File: config.mk
export PLATFORM = sky130hd
export DESIGN_NAME = yuy2_frame_rotate
export DESIGN_NICKNAME = d
export VERILOG_FILES = /design/src/yfr_pkg.sv /design/src/yuy2_frame_rotate.sv /design/src/yfr_cfg.sv /design/src/yfr_calc.sv /design/src/yfr_out.sv
export SDC_FILE = /design/constraint.sdc
export NUM_CORES = 1
export LEC_CHECK = 0
export BUFFER_PORTS_ARGS = -buffer_cell sky130_fd_sc_hd__buf_2
export CORE_ASPECT_RATIO = 1.75
export CORE_MARGIN = 1
export CORE_UTILIZATION = 65
export CTS_CLUSTER_DIAMETER = 50
export DETAILED_ROUTE_END_ITERATION = 10
export PLACE_DENSITY = 0.86
export SLEW_MARGIN = 20
export SYNTH_ARGS = -nofsm -noshare
export SYNTH_HDL_FRONTEND = slang
export SYNTH_HIERARCHICAL = 1
export SYNTH_SLANG_ARGS = --single-unit
File: constraint.sdc
create_clock -name clk -period 18.2 [get_ports clk]
set_input_delay 0 -clock clk [delete_from_list [all_inputs] [get_ports clk]]
set_output_delay 0 -clock clk [all_outputs]
set_load 0.02 [all_outputs]
File: src/yfr_pkg.sv
`timescale 1ns / 1ps
// types and constants shared by the yuy2 frame rotation block
package yfr_pkg;

    localparam int unsigned MODE_W      = 2;
    localparam int unsigned ROW_BYTES_W = 14;
    localparam int unsigned HEIGHT_W    = 13;
    localparam int unsigned PITCH_W     = 15;
    localparam int unsigned COL_W       = 11;
    localparam int unsigned ROW_W       = 12;
    localparam int unsigned OFF_W       = 26;
    localparam int unsigned PIX_W       = 8;
    localparam int unsigned CFG_INDEX_W = 2;
    localparam int unsigned CFG_DATA_W  = 15;

    localparam int unsigned MAX_ROW_BYTES = 8192;
    localparam int unsigned MAX_HEIGHT    = 4096;

    localparam logic [MODE_W-1:0] TURN_LEFT  = 2'd0;
    localparam logic [MODE_W-1:0] TURN_RIGHT = 2'd1;
    localparam logic [MODE_W-1:0] TURN_HALF  = 2'd2;

    localparam logic [CFG_INDEX_W-1:0] REG_TURN_MODE    = 2'd0;
    localparam logic [CFG_INDEX_W-1:0] REG_ROW_BYTES    = 2'd1;
    localparam logic [CFG_INDEX_W-1:0] REG_FRAME_HEIGHT = 2'd2;
    localparam logic [CFG_INDEX_W-1:0] REG_DEST_PITCH   = 2'd3;

    localparam logic [ROW_BYTES_W-1:0] RESET_ROW_BYTES    = 14'd4;
    localparam logic [HEIGHT_W-1:0]    RESET_FRAME_HEIGHT = 13'd2;
    localparam logic [PITCH_W-1:0]     RESET_DEST_PITCH   = 15'd4;

    typedef struct packed {
        logic [MODE_W-1:0]      turn_mode;
        logic [ROW_BYTES_W-1:0] row_bytes;
        logic [HEIGHT_W-1:0]    frame_height;
        logic [PITCH_W-1:0]     dest_pitch;
    } cfg_t;

    typedef struct packed {
        logic [COL_W-1:0] column;
        logic [ROW_W-1:0] row;
        logic [PIX_W-1:0] top_luma0;
        logic [PIX_W-1:0] top_chroma_u;
        logic [PIX_W-1:0] top_luma1;
        logic [PIX_W-1:0] top_chroma_v;
        logic [PIX_W-1:0] bottom_luma0;
        logic [PIX_W-1:0] bottom_chroma_u;
        logic [PIX_W-1:0] bottom_luma1;
        logic [PIX_W-1:0] bottom_chroma_v;
    } item_t;

    typedef struct packed {
        logic [OFF_W-1:0] offset;
        logic [PIX_W-1:0] byte0;
        logic [PIX_W-1:0] byte1;
        logic [PIX_W-1:0] byte2;
        logic [PIX_W-1:0] byte3;
    } word_t;

    typedef struct packed {
        word_t word0;
        word_t word1;
        logic  two_words;
    } result_t;

endpackage

File: src/yuy2_frame_rotate.sv
`timescale 1ns / 1ps
// yuy2 frame rotation: quarter turns left or right and half turn of macropixels
// an accepted item waits in the input register until the result register is free
// throughput: half turn one item per cycle while out_ready is high; quarter turns
//   take a new item only after both destination words pass, one per transaction
// reset: asynchronous active-low rst_n empties both register stages and restores
//   the configuration to half turn, row_bytes 4, frame_height 2, dest_pitch 4
module yuy2_frame_rotate (
    input  logic        clk,
    input  logic        rst_n,
    input  logic        cfg_we,
    input  logic [1:0]  cfg_index,
    input  logic [14:0] cfg_data,
    input  logic        in_valid,
    output logic        in_ready,
    input  logic [10:0] column,
    input  logic [11:0] row,
    input  logic [7:0]  top_luma0,
    input  logic [7:0]  top_chroma_u,
    input  logic [7:0]  top_luma1,
    input  logic [7:0]  top_chroma_v,
    input  logic [7:0]  bottom_luma0,
    input  logic [7:0]  bottom_chroma_u,
    input  logic [7:0]  bottom_luma1,
    input  logic [7:0]  bottom_chroma_v,
    output logic        out_valid,
    input  logic        out_ready,
    output logic [25:0] dest_offset,
    output logic [7:0]  out_byte0,
    output logic [7:0]  out_byte1,
    output logic [7:0]  out_byte2,
    output logic [7:0]  out_byte3,
    output logic        last_of_item
);
    import yfr_pkg::*;

    cfg_t    cfg;
    item_t   item_reg;
    logic    in_valid_reg;
    logic    in_valid_next;
    logic    load;
    logic    res_free;
    logic    in_take;
    result_t result;

    yfr_cfg u_cfg (
        .clk       (clk),
        .rst_n     (rst_n),
        .cfg_we    (cfg_we),
        .cfg_index (cfg_index),
        .cfg_data  (cfg_data),
        .cfg       (cfg)
    );

    always_comb
    begin
        load          = in_valid_reg && res_free;
        in_ready      = !in_valid_reg || load;
        in_take       = in_valid && in_ready;
        in_valid_next = in_take ? 1'b1 : (load ? 1'b0 : in_valid_reg);
    end

    always_ff @(posedge clk or negedge rst_n)
    begin
        if (!rst_n)
            in_valid_reg <= 1'b0;
        else
            in_valid_reg <= in_valid_next;
    end

    always_ff @(posedge clk)
    begin
        if (in_take)
        begin
            item_reg.column          <= column;
            item_reg.row             <= row;
            item_reg.top_luma0       <= top_luma0;
            item_reg.top_chroma_u    <= top_chroma_u;
            item_reg.top_luma1       <= top_luma1;
            item_reg.top_chroma_v    <= top_chroma_v;
            item_reg.bottom_luma0    <= bottom_luma0;
            item_reg.bottom_chroma_u <= bottom_chroma_u;
            item_reg.bottom_luma1    <= bottom_luma1;
            item_reg.bottom_chroma_v <= bottom_chroma_v;
        end
    end

    yfr_calc u_calc (
        .cfg    (cfg),
        .item   (item_reg),
        .result (result)
    );

    yfr_out u_out (
        .clk          (clk),
        .rst_n        (rst_n),
        .load         (load),
        .result       (result),
        .free         (res_free),
        .out_valid    (out_valid),
        .out_ready    (out_ready),
        .dest_offset  (dest_offset),
        .out_byte0    (out_byte0),
        .out_byte1    (out_byte1),
        .out_byte2    (out_byte2),
        .out_byte3    (out_byte3),
        .last_of_item (last_of_item)
    );

endmodule

File: src/yfr_cfg.sv
`timescale 1ns / 1ps
// configuration registers with width masking and size saturation
module yfr_cfg (
    input  logic                             clk,
    input  logic                             rst_n,
    input  logic                             cfg_we,
    input  logic [yfr_pkg::CFG_INDEX_W-1:0]  cfg_index,
    input  logic [yfr_pkg::CFG_DATA_W-1:0]   cfg_data,
    output yfr_pkg::cfg_t                    cfg
);
    import yfr_pkg::*;

    cfg_t                   cfg_reg;
    cfg_t                   cfg_next;
    logic [ROW_BYTES_W-1:0] rb_in;
    logic [HEIGHT_W-1:0]    fh_in;

    always_comb
    begin
        rb_in    = cfg_data[ROW_BYTES_W-1:0];
        fh_in    = cfg_data[HEIGHT_W-1:0];
        cfg_next = cfg_reg;
        if (cfg_we)
        begin
            case (cfg_index)
                REG_TURN_MODE:    cfg_next.turn_mode = cfg_data[MODE_W-1:0];
                REG_ROW_BYTES:
                begin
                    if (rb_in > ROW_BYTES_W'(MAX_ROW_BYTES))
                        cfg_next.row_bytes = ROW_BYTES_W'(MAX_ROW_BYTES);
                    else
                        cfg_next.row_bytes = rb_in;
                end
                REG_FRAME_HEIGHT:
                begin
                    if (fh_in > HEIGHT_W'(MAX_HEIGHT))
                        cfg_next.frame_height = HEIGHT_W'(MAX_HEIGHT);
                    else
                        cfg_next.frame_height = fh_in;
                end
                REG_DEST_PITCH:   cfg_next.dest_pitch = cfg_data[PITCH_W-1:0];
                default:          cfg_next = cfg_reg;
            endcase
        end
    end

    always_ff @(posedge clk or negedge rst_n)
    begin
        if (!rst_n)
        begin
            cfg_reg.turn_mode    <= TURN_HALF;
            cfg_reg.row_bytes    <= RESET_ROW_BYTES;
            cfg_reg.frame_height <= RESET_FRAME_HEIGHT;
            cfg_reg.dest_pitch   <= RESET_DEST_PITCH;
        end
        else
        begin
            cfg_reg <= cfg_next;
        end
    end

    assign cfg = cfg_reg;

endmodule

File: src/yfr_calc.sv
`timescale 1ns / 1ps
// destination offsets, byte order and rounded chroma averages for one macropixel item
module yfr_calc (
    input  yfr_pkg::cfg_t    cfg,
    input  yfr_pkg::item_t   item,
    output yfr_pkg::result_t result
);
    import yfr_pkg::*;

    logic                     is_left;
    logic                     is_right;
    logic                     quarter;
    logic [OFF_W-1:0]         col_x;
    logic [OFF_W-1:0]         row_x;
    logic [OFF_W-1:0]         height_x;
    logic [OFF_W-1:0]         width_x;
    logic [OFF_W-1:0]         pitch_x;
    logic [OFF_W-1:0]         col_back;
    logic [OFF_W-1:0]         right_base;
    logic [OFF_W-1:0]         half_row;
    logic [OFF_W-1:0]         mult_a;
    logic [OFF_W+PITCH_W-1:0] prod_full;
    logic [OFF_W-1:0]         prod_s;
    logic [OFF_W-1:0]         addend;
    logic [OFF_W-1:0]         addend_p;
    logic [PIX_W:0]           u_sum;
    logic [PIX_W:0]           v_sum;
    logic [PIX_W-1:0]         u_avg;
    logic [PIX_W-1:0]         v_avg;

    always_comb
    begin
        is_right = (cfg.turn_mode == TURN_RIGHT);
        is_left  = (cfg.turn_mode == TURN_LEFT);
        quarter  = is_right || is_left;

        col_x    = OFF_W'(item.column);
        row_x    = OFF_W'(item.row);
        height_x = OFF_W'(cfg.frame_height);
        width_x  = OFF_W'(cfg.row_bytes[ROW_BYTES_W-1:2]);
        pitch_x  = OFF_W'(cfg.dest_pitch);

        col_back   = width_x - OFF_W'(1) - col_x;
        right_base = height_x - OFF_W'(2) - row_x;
        half_row   = height_x - OFF_W'(1) - row_x;

        if (is_right)
        begin
            mult_a = col_x;
            addend = right_base << 1;
        end
        else if (is_left)
        begin
            mult_a = col_back;
            addend = row_x << 1;
        end
        else
        begin
            mult_a = half_row;
            addend = col_back << 2;
        end

        prod_full = mult_a * cfg.dest_pitch;
        prod_s    = quarter ? (prod_full[OFF_W-1:0] << 1) : prod_full[OFF_W-1:0];
        addend_p  = addend + pitch_x;

        u_sum = {1'b0, item.top_chroma_u} + {1'b0, item.bottom_chroma_u} + (PIX_W+1)'(1);
        v_sum = {1'b0, item.top_chroma_v} + {1'b0, item.bottom_chroma_v} + (PIX_W+1)'(1);
        u_avg = u_sum[PIX_W:1];
        v_avg = v_sum[PIX_W:1];

        result.two_words     = quarter;
        result.word0.offset  = prod_s + addend;
        result.word1.offset  = prod_s + addend_p;
        result.word0.byte1   = u_avg;
        result.word0.byte3   = v_avg;
        result.word1.byte1   = u_avg;
        result.word1.byte3   = v_avg;
        result.word1.byte0   = item.top_luma0;
        result.word1.byte2   = item.bottom_luma0;

        if (is_right)
        begin
            result.word0.byte0 = item.bottom_luma0;
            result.word0.byte2 = item.top_luma0;
            result.word1.byte0 = item.bottom_luma1;
            result.word1.byte2 = item.top_luma1;
        end
        else if (is_left)
        begin
            result.word0.byte0 = item.top_luma1;
            result.word0.byte2 = item.bottom_luma1;
        end
        else
        begin
            result.word0.byte0 = item.top_luma1;
            result.word0.byte1 = item.top_chroma_u;
            result.word0.byte2 = item.top_luma0;
            result.word0.byte3 = item.top_chroma_v;
        end
    end

endmodule

File: src/yfr_out.sv
`timescale 1ns / 1ps
// result register and word sequencer for the output channel
module yfr_out (
    input  logic                        clk,
    input  logic                        rst_n,
    input  logic                        load,
    input  yfr_pkg::result_t            result,
    output logic                        free,
    output logic                        out_valid,
    input  logic                        out_ready,
    output logic [yfr_pkg::OFF_W-1:0]   dest_offset,
    output logic [yfr_pkg::PIX_W-1:0]   out_byte0,
    output logic [yfr_pkg::PIX_W-1:0]   out_byte1,
    output logic [yfr_pkg::PIX_W-1:0]   out_byte2,
    output logic [yfr_pkg::PIX_W-1:0]   out_byte3,
    output logic                        last_of_item
);
    import yfr_pkg::*;

    result_t res_reg;
    logic    valid_reg;
    logic    valid_next;
    logic    sel_reg;
    logic    sel_next;
    logic    last;
    logic    taken;
    word_t   word;

    always_comb
    begin
        last  = !res_reg.two_words || sel_reg;
        taken = valid_reg && out_ready;
        free  = !valid_reg || (taken && last);

        valid_next = valid_reg;
        sel_next   = sel_reg;
        if (load)
        begin
            valid_next = 1'b1;
            sel_next   = 1'b0;
        end
        else if (taken)
        begin
            if (last)
                valid_next = 1'b0;
            else
                sel_next = 1'b1;
        end

        word = sel_reg ? res_reg.word1 : res_reg.word0;
    end

    always_ff @(posedge clk or negedge rst_n)
    begin
        if (!rst_n)
        begin
            valid_reg <= 1'b0;
            sel_reg   <= 1'b0;
        end
        else
        begin
            valid_reg <= valid_next;
            sel_reg   <= sel_next;
        end
    end

    always_ff @(posedge clk)
    begin
        if (load)
            res_reg <= result;
    end

    assign out_valid    = valid_reg;
    assign dest_offset  = word.offset;
    assign out_byte0    = word.byte0;
    assign out_byte1    = word.byte1;
    assign out_byte2    = word.byte2;
    assign out_byte3    = word.byte3;
    assign last_of_item = last;

endmodule
======== Yosys cells after proc, flatten, opt, wreduce, memory -nomap -nowiden ========
Cells that the tools add are included.
word-level totals
  register bits ........................... 251
  input bits .............................. 109
  output and inout port bits .............. 61
  word-level logic and storage cells ...... 96
cells by class
  add/subtract/negate cells ............... 13
  multipliers ............................. 1
  order comparisons ....................... 2
  equality and inequality tests ........... 5
  muxes and demuxes ....................... 25
  reduce and logical (&&, ||, !) cells .... 22
operator list
  cell                                                                   number
  26-bit 2-to-1 mux                                                      5
  8-bit 2-to-1 mux                                                       9
  58-bit 2-to-1 mux                                                      1
  26-bit adder                                                           2
  26-bit by 15-bit adder with 26-bit output                              1
  26-bit by 15-bit multiplier with 26-bit output                         1
  26-bit by 11-bit subtractor with 26-bit output                         1
  26-bit by 12-bit subtractor with 26-bit output                         1
  25-bit by 12-bit subtractor with 25-bit output                         1
  8-bit by 8-bit adder with 9-bit output                                 2
  9-bit by 1-bit adder with 9-bit output (second input constant)         2
  14-bit greater-than comparator (second input constant)                 1
  14-bit 2-to-1 mux                                                      1
  13-bit by 1-bit subtractor with 14-bit output (second input constant)  1
  13-bit by 2-bit subtractor with 14-bit output (second input constant)  1
  13-bit greater-than comparator (second input constant)                 1
  13-bit 2-to-1 mux                                                      1
  12-bit by 1-bit subtractor with 13-bit output (second input constant)  1
  2-bit AND reduction                                                    6
  1-bit 2-to-1 mux                                                       8
  2-bit nonzero test                                                     3
  2-bit by 1-bit == test with 1-bit output (second input constant)       2
  2-bit == test (second input constant)                                  2
  1-bit logical AND                                                      4
  4 further kinds                                                        10

======== Depth between registers and ports, before layout ========
  depth in word-level cells ............... 8
  gate-level depth with buffers ........... 50
  gate-level depth less buffers ........... 49

======== By module ========
The synthesis kept the hierarchy.
modules (own cells, without submodules)
  module             instances  cells each  area each (um^2)  sequential area each (um^2)
  yfr_calc           1          1852        14556.5           0.0
  yfr_out            1          191         4342.9            3563.4
  yuy2_frame_rotate  1          92          2672.6            2637.5
  yfr_cfg            1          155         1841.8            1106.1

======== Worst setup path before layout ========
Ideal clock, no wire load.
  kind .................................... reg2reg
  start ................................... register u_cfg.cfg_reg, in the netlist u_cfg/cfg[16]
  end ..................................... register u_out/res_reg[58] (netlist bit), data pin
  library setup time ...................... 269 ps
  arrival time ............................ 10312 ps
  required time ........................... 17931 ps
  path slack .............................. 7618 ps
  cell stages (with the launch flop) ...... 43
  buffers on the path ..................... 1
  clock period less this slack ............ 10582 ps
  cells stage by stage .................... dfstp_2 -> inv_1 -> ha_1 -> or3b_4 -> or3_1 -> buf_2 -> or3_1 -> or3_1 -> nor2_1 -> xor2_1 -> ha_1 -> nor2_1 -> mux2_2 -> o221ai_1 -> o211ai_1 -> nand2_1 -> inv_1 -> fa_1 -> [... 7 more ...] -> fa_1 -> inv_1 -> ha_1 -> nand2_1 -> nor2_1 -> a211oi_1 -> o21ai_0 -> a21o_1 -> o41ai_1 -> xnor2_1 -> mux2_2 -> ha_1 -> inv_1 -> fa_1 -> or3_1 -> o21ai_0 -> a21oi_1 -> xor3_1
RTL lines
  item                    RTL line       RTL
  start, declared         yfr_cfg.sv:13  cfg_t cfg_reg;
  start signal, assigned  yfr_cfg.sv:58  cfg_reg <= cfg_next;
  end signal, assigned    yfr_out.sv:70  res_reg <= result;
  end, declared           yfr_out.sv:20  result_t res_reg;

==> results.txt <==
After floorplanning, the core was divided into slightly above 90 placement rows. During placement, the flow inserted port buffers numbering 169. The count of mapped cells out of synthesis is approximately 2300. The clock latency on the worst-skew pair is 0.54 ns. The number of flip-flops under the largest register name is between 100 and 150. The vias after detailed routing came out at 18285. The number of max-slew violations in the final report is 0. The clock sink count is ~250. On the critical path the largest part of the delay comes from adder cells. From synthesis to final layout, the design area changed by 13.3%. The flow ran to the end, and the final reports show no timing, DRC or antenna violations. The H-tree depth came out at 1. The number of buffers inserted to repair setup after CTS is 0.

The post-route clock period utilization came out at roughly 66%. The relative slew slack came out at about a third. Based on the critical path, the design can be clocked at up to 0.0826 GHz. The congestion estimate from routability-driven global placement came to a little over 1. The count of instances resized after the clock tree is built came out at 0. The number of global-route vias before repair is approximately 20000.

The data arrival time of the critical path came out at between 10 and 15 ns. At the worst endpoint, the required time is approximately 18 ns. The TritonCTS clock tree is done. After clock tree synthesis, the clock-pin slew on the worst setup and hold paths is 0.07 ns. Setup repair after global routing left no endpoint under its margin.

The detailed placer's ending HPWL came out at 51700 µm. The I/O pin count is 170. After detailed routing, the average wire length per cell comes to approximately 23 µm. The critical path launch point type is a register. The final period demand of the worst path is 12.10 ns. A synthesized cell averages 10.2 µm². In the final layout, the share of cells above drive strength 1 is 15.1%. The wire length reported by the detailed router came out at just over 70000 µm. The hold violation total from the final report is 0. The net total in the final layout came out at slightly above 3000. The first-pass GRT wire length is roughly 110000 µm.

The post-detailed-route count of antenna-violating nets is 0. The synthesized area came out at about 23000 µm². The number of maximum-capacitance violations is 0. The delay of the slowest critical-path stage is ~0.67 ns. The floorplan core area is roughly 35000 µm². Clock tree synthesis selected as its root buffer the cell sky130_fd_sc_hd__clkbuf_16. The cell at the slowest stage of the critical path is sky130_fd_sc_hd__o221ai_1. The die footprint came out at between 30000 and 40000 µm². The filler cell count is approximately 2300.

For this run, the number of Yosys warnings is 6. The first routing iteration left 1252 violations. The DRC violations left is 0. The global-route congestion overflow total came out at 0. The cts-stage hold buffer count came out at 109. In this run the vertical extent of the chip is between 200 and 300 µm.

The die span in x came out at 145 µm. The initial core utilization came out at around two thirds. The total CTS buffers is 22.

Counting along the longest clock path gives a buffer depth of 3. In the global route stage, overall resource usage came out at 39.3%. The first detailed-routing pass took 5 iterations. The worst hold path belongs to the class primary input to async pin. The count of buffer and inverter cells on the critical path came out at 7. The worst clock skew came out at 0.0247 ns. The number of antenna violations at the first check in global routing is 0. By startpoint and endpoint, the worst setup path is classified as register to register. The sum of negative setup slack is 0 ns.

The worst setup path is captured at a register. The maximum number of pins on one net before global-route repair came out at 88. The number of antenna diodes in the final layout is 0. The transition time of the tightest slew-check pin came out at about 0.99 ns. In the routed layout, each cell is associated on average with a via count of slightly above 6. The largest fanout of any net on the critical path is 8. The post-synth net total is approximately 2800.

The final setup violation count is 0.
## worst min-delay path: cells and delay by family
kind	cells	cell delay [ns]
buf+inv	3	1.12
## cell usage in the layout (no fill, tap or decap), drive strengths merged, types with 5 or more instances in the layout
cell         count
a211oi           8
a21boi          12
a21o            29
a21oi          103
a31oi           11
and2            63
and3             7
buf            190
clkbuf          26
clkinv           7
dfrtp           41
dlygate4sd3    109
edfxtp         204
fa             222
ha             154
inv            380
mux2           138
mux2i           24
nand2          241
nand2b          36
nand3           18
nand3b           6
nand4            5
nor2           120
nor2b           18
nor3            29
nor4            12
o21a            19
o21ai           80
o21bai          18
o31a             5
or2             11
or3             11
xnor2           89
xor2            47
## stage by stage
stage | std cells | cell area (µm²) | utilization (%) | hold WS, ns | worst slack (ns)
finish | 3019 | 26400 | 74.9 | 0.122 | 6.10
global route | 3019 | 26400 | 74.9 | 0.164 | 5.54
CTS | 3018 | 26400 | 74.8 | 0.106 | 6.23
detailed placement | 2869 | 24600 | 69.7 | 0.130 | 6.30
global placement | 2869 | 24600 | 69.7 | 0.121 | 6.60
floorplan | 2282 | 23300 | - | -0.296 | 7.62
## layout make-up
class,instances,area (µm²),area share [%]
sequential,249,7260,27.5
timing repair buffer,299,2110,8.00
multi-input combinational,1589,14300,54.2
clock inverter,14,139,0.525
clock buffer,26,587,2.22
inverter,377,1420,5.35
tap,465,582,2.20
## path summary, 6_finish.rpt
check / to / startpoint / depth (start not counted) / slack [ns]
setup / recovery: u_out/res_reg[57] / u_cfg/cfg[16] / 40 / 6.10
hold / removal: u_cfg/cfg[21] / rst_n / 3 / 0.12
setup reg to reg: u_out/res_reg[57] / u_cfg/cfg[16] / 40 / 6.10
hold reg to reg: u_cfg/cfg[16] / u_cfg/cfg[16] / 2 / 0.51
max in group asynchronous: u_out/sel_reg / rst_n / 3 / 17.64
min in group clk: item_reg[44] / top_luma1[4] / 2 / 0.17
## routing by layer
metal	GRT usage (%)	part of all wire, %	vias up
li1	-	-	8035
met1	40.0	32	8890
met2	72.7	52	1044
met3	4.86	6.6	316
met4	30.3	8.6	0
met5	0	0	-
Power is not shown: default switching activity piles up to over one toggle a cycle in this logic, so the estimate is an artifact.
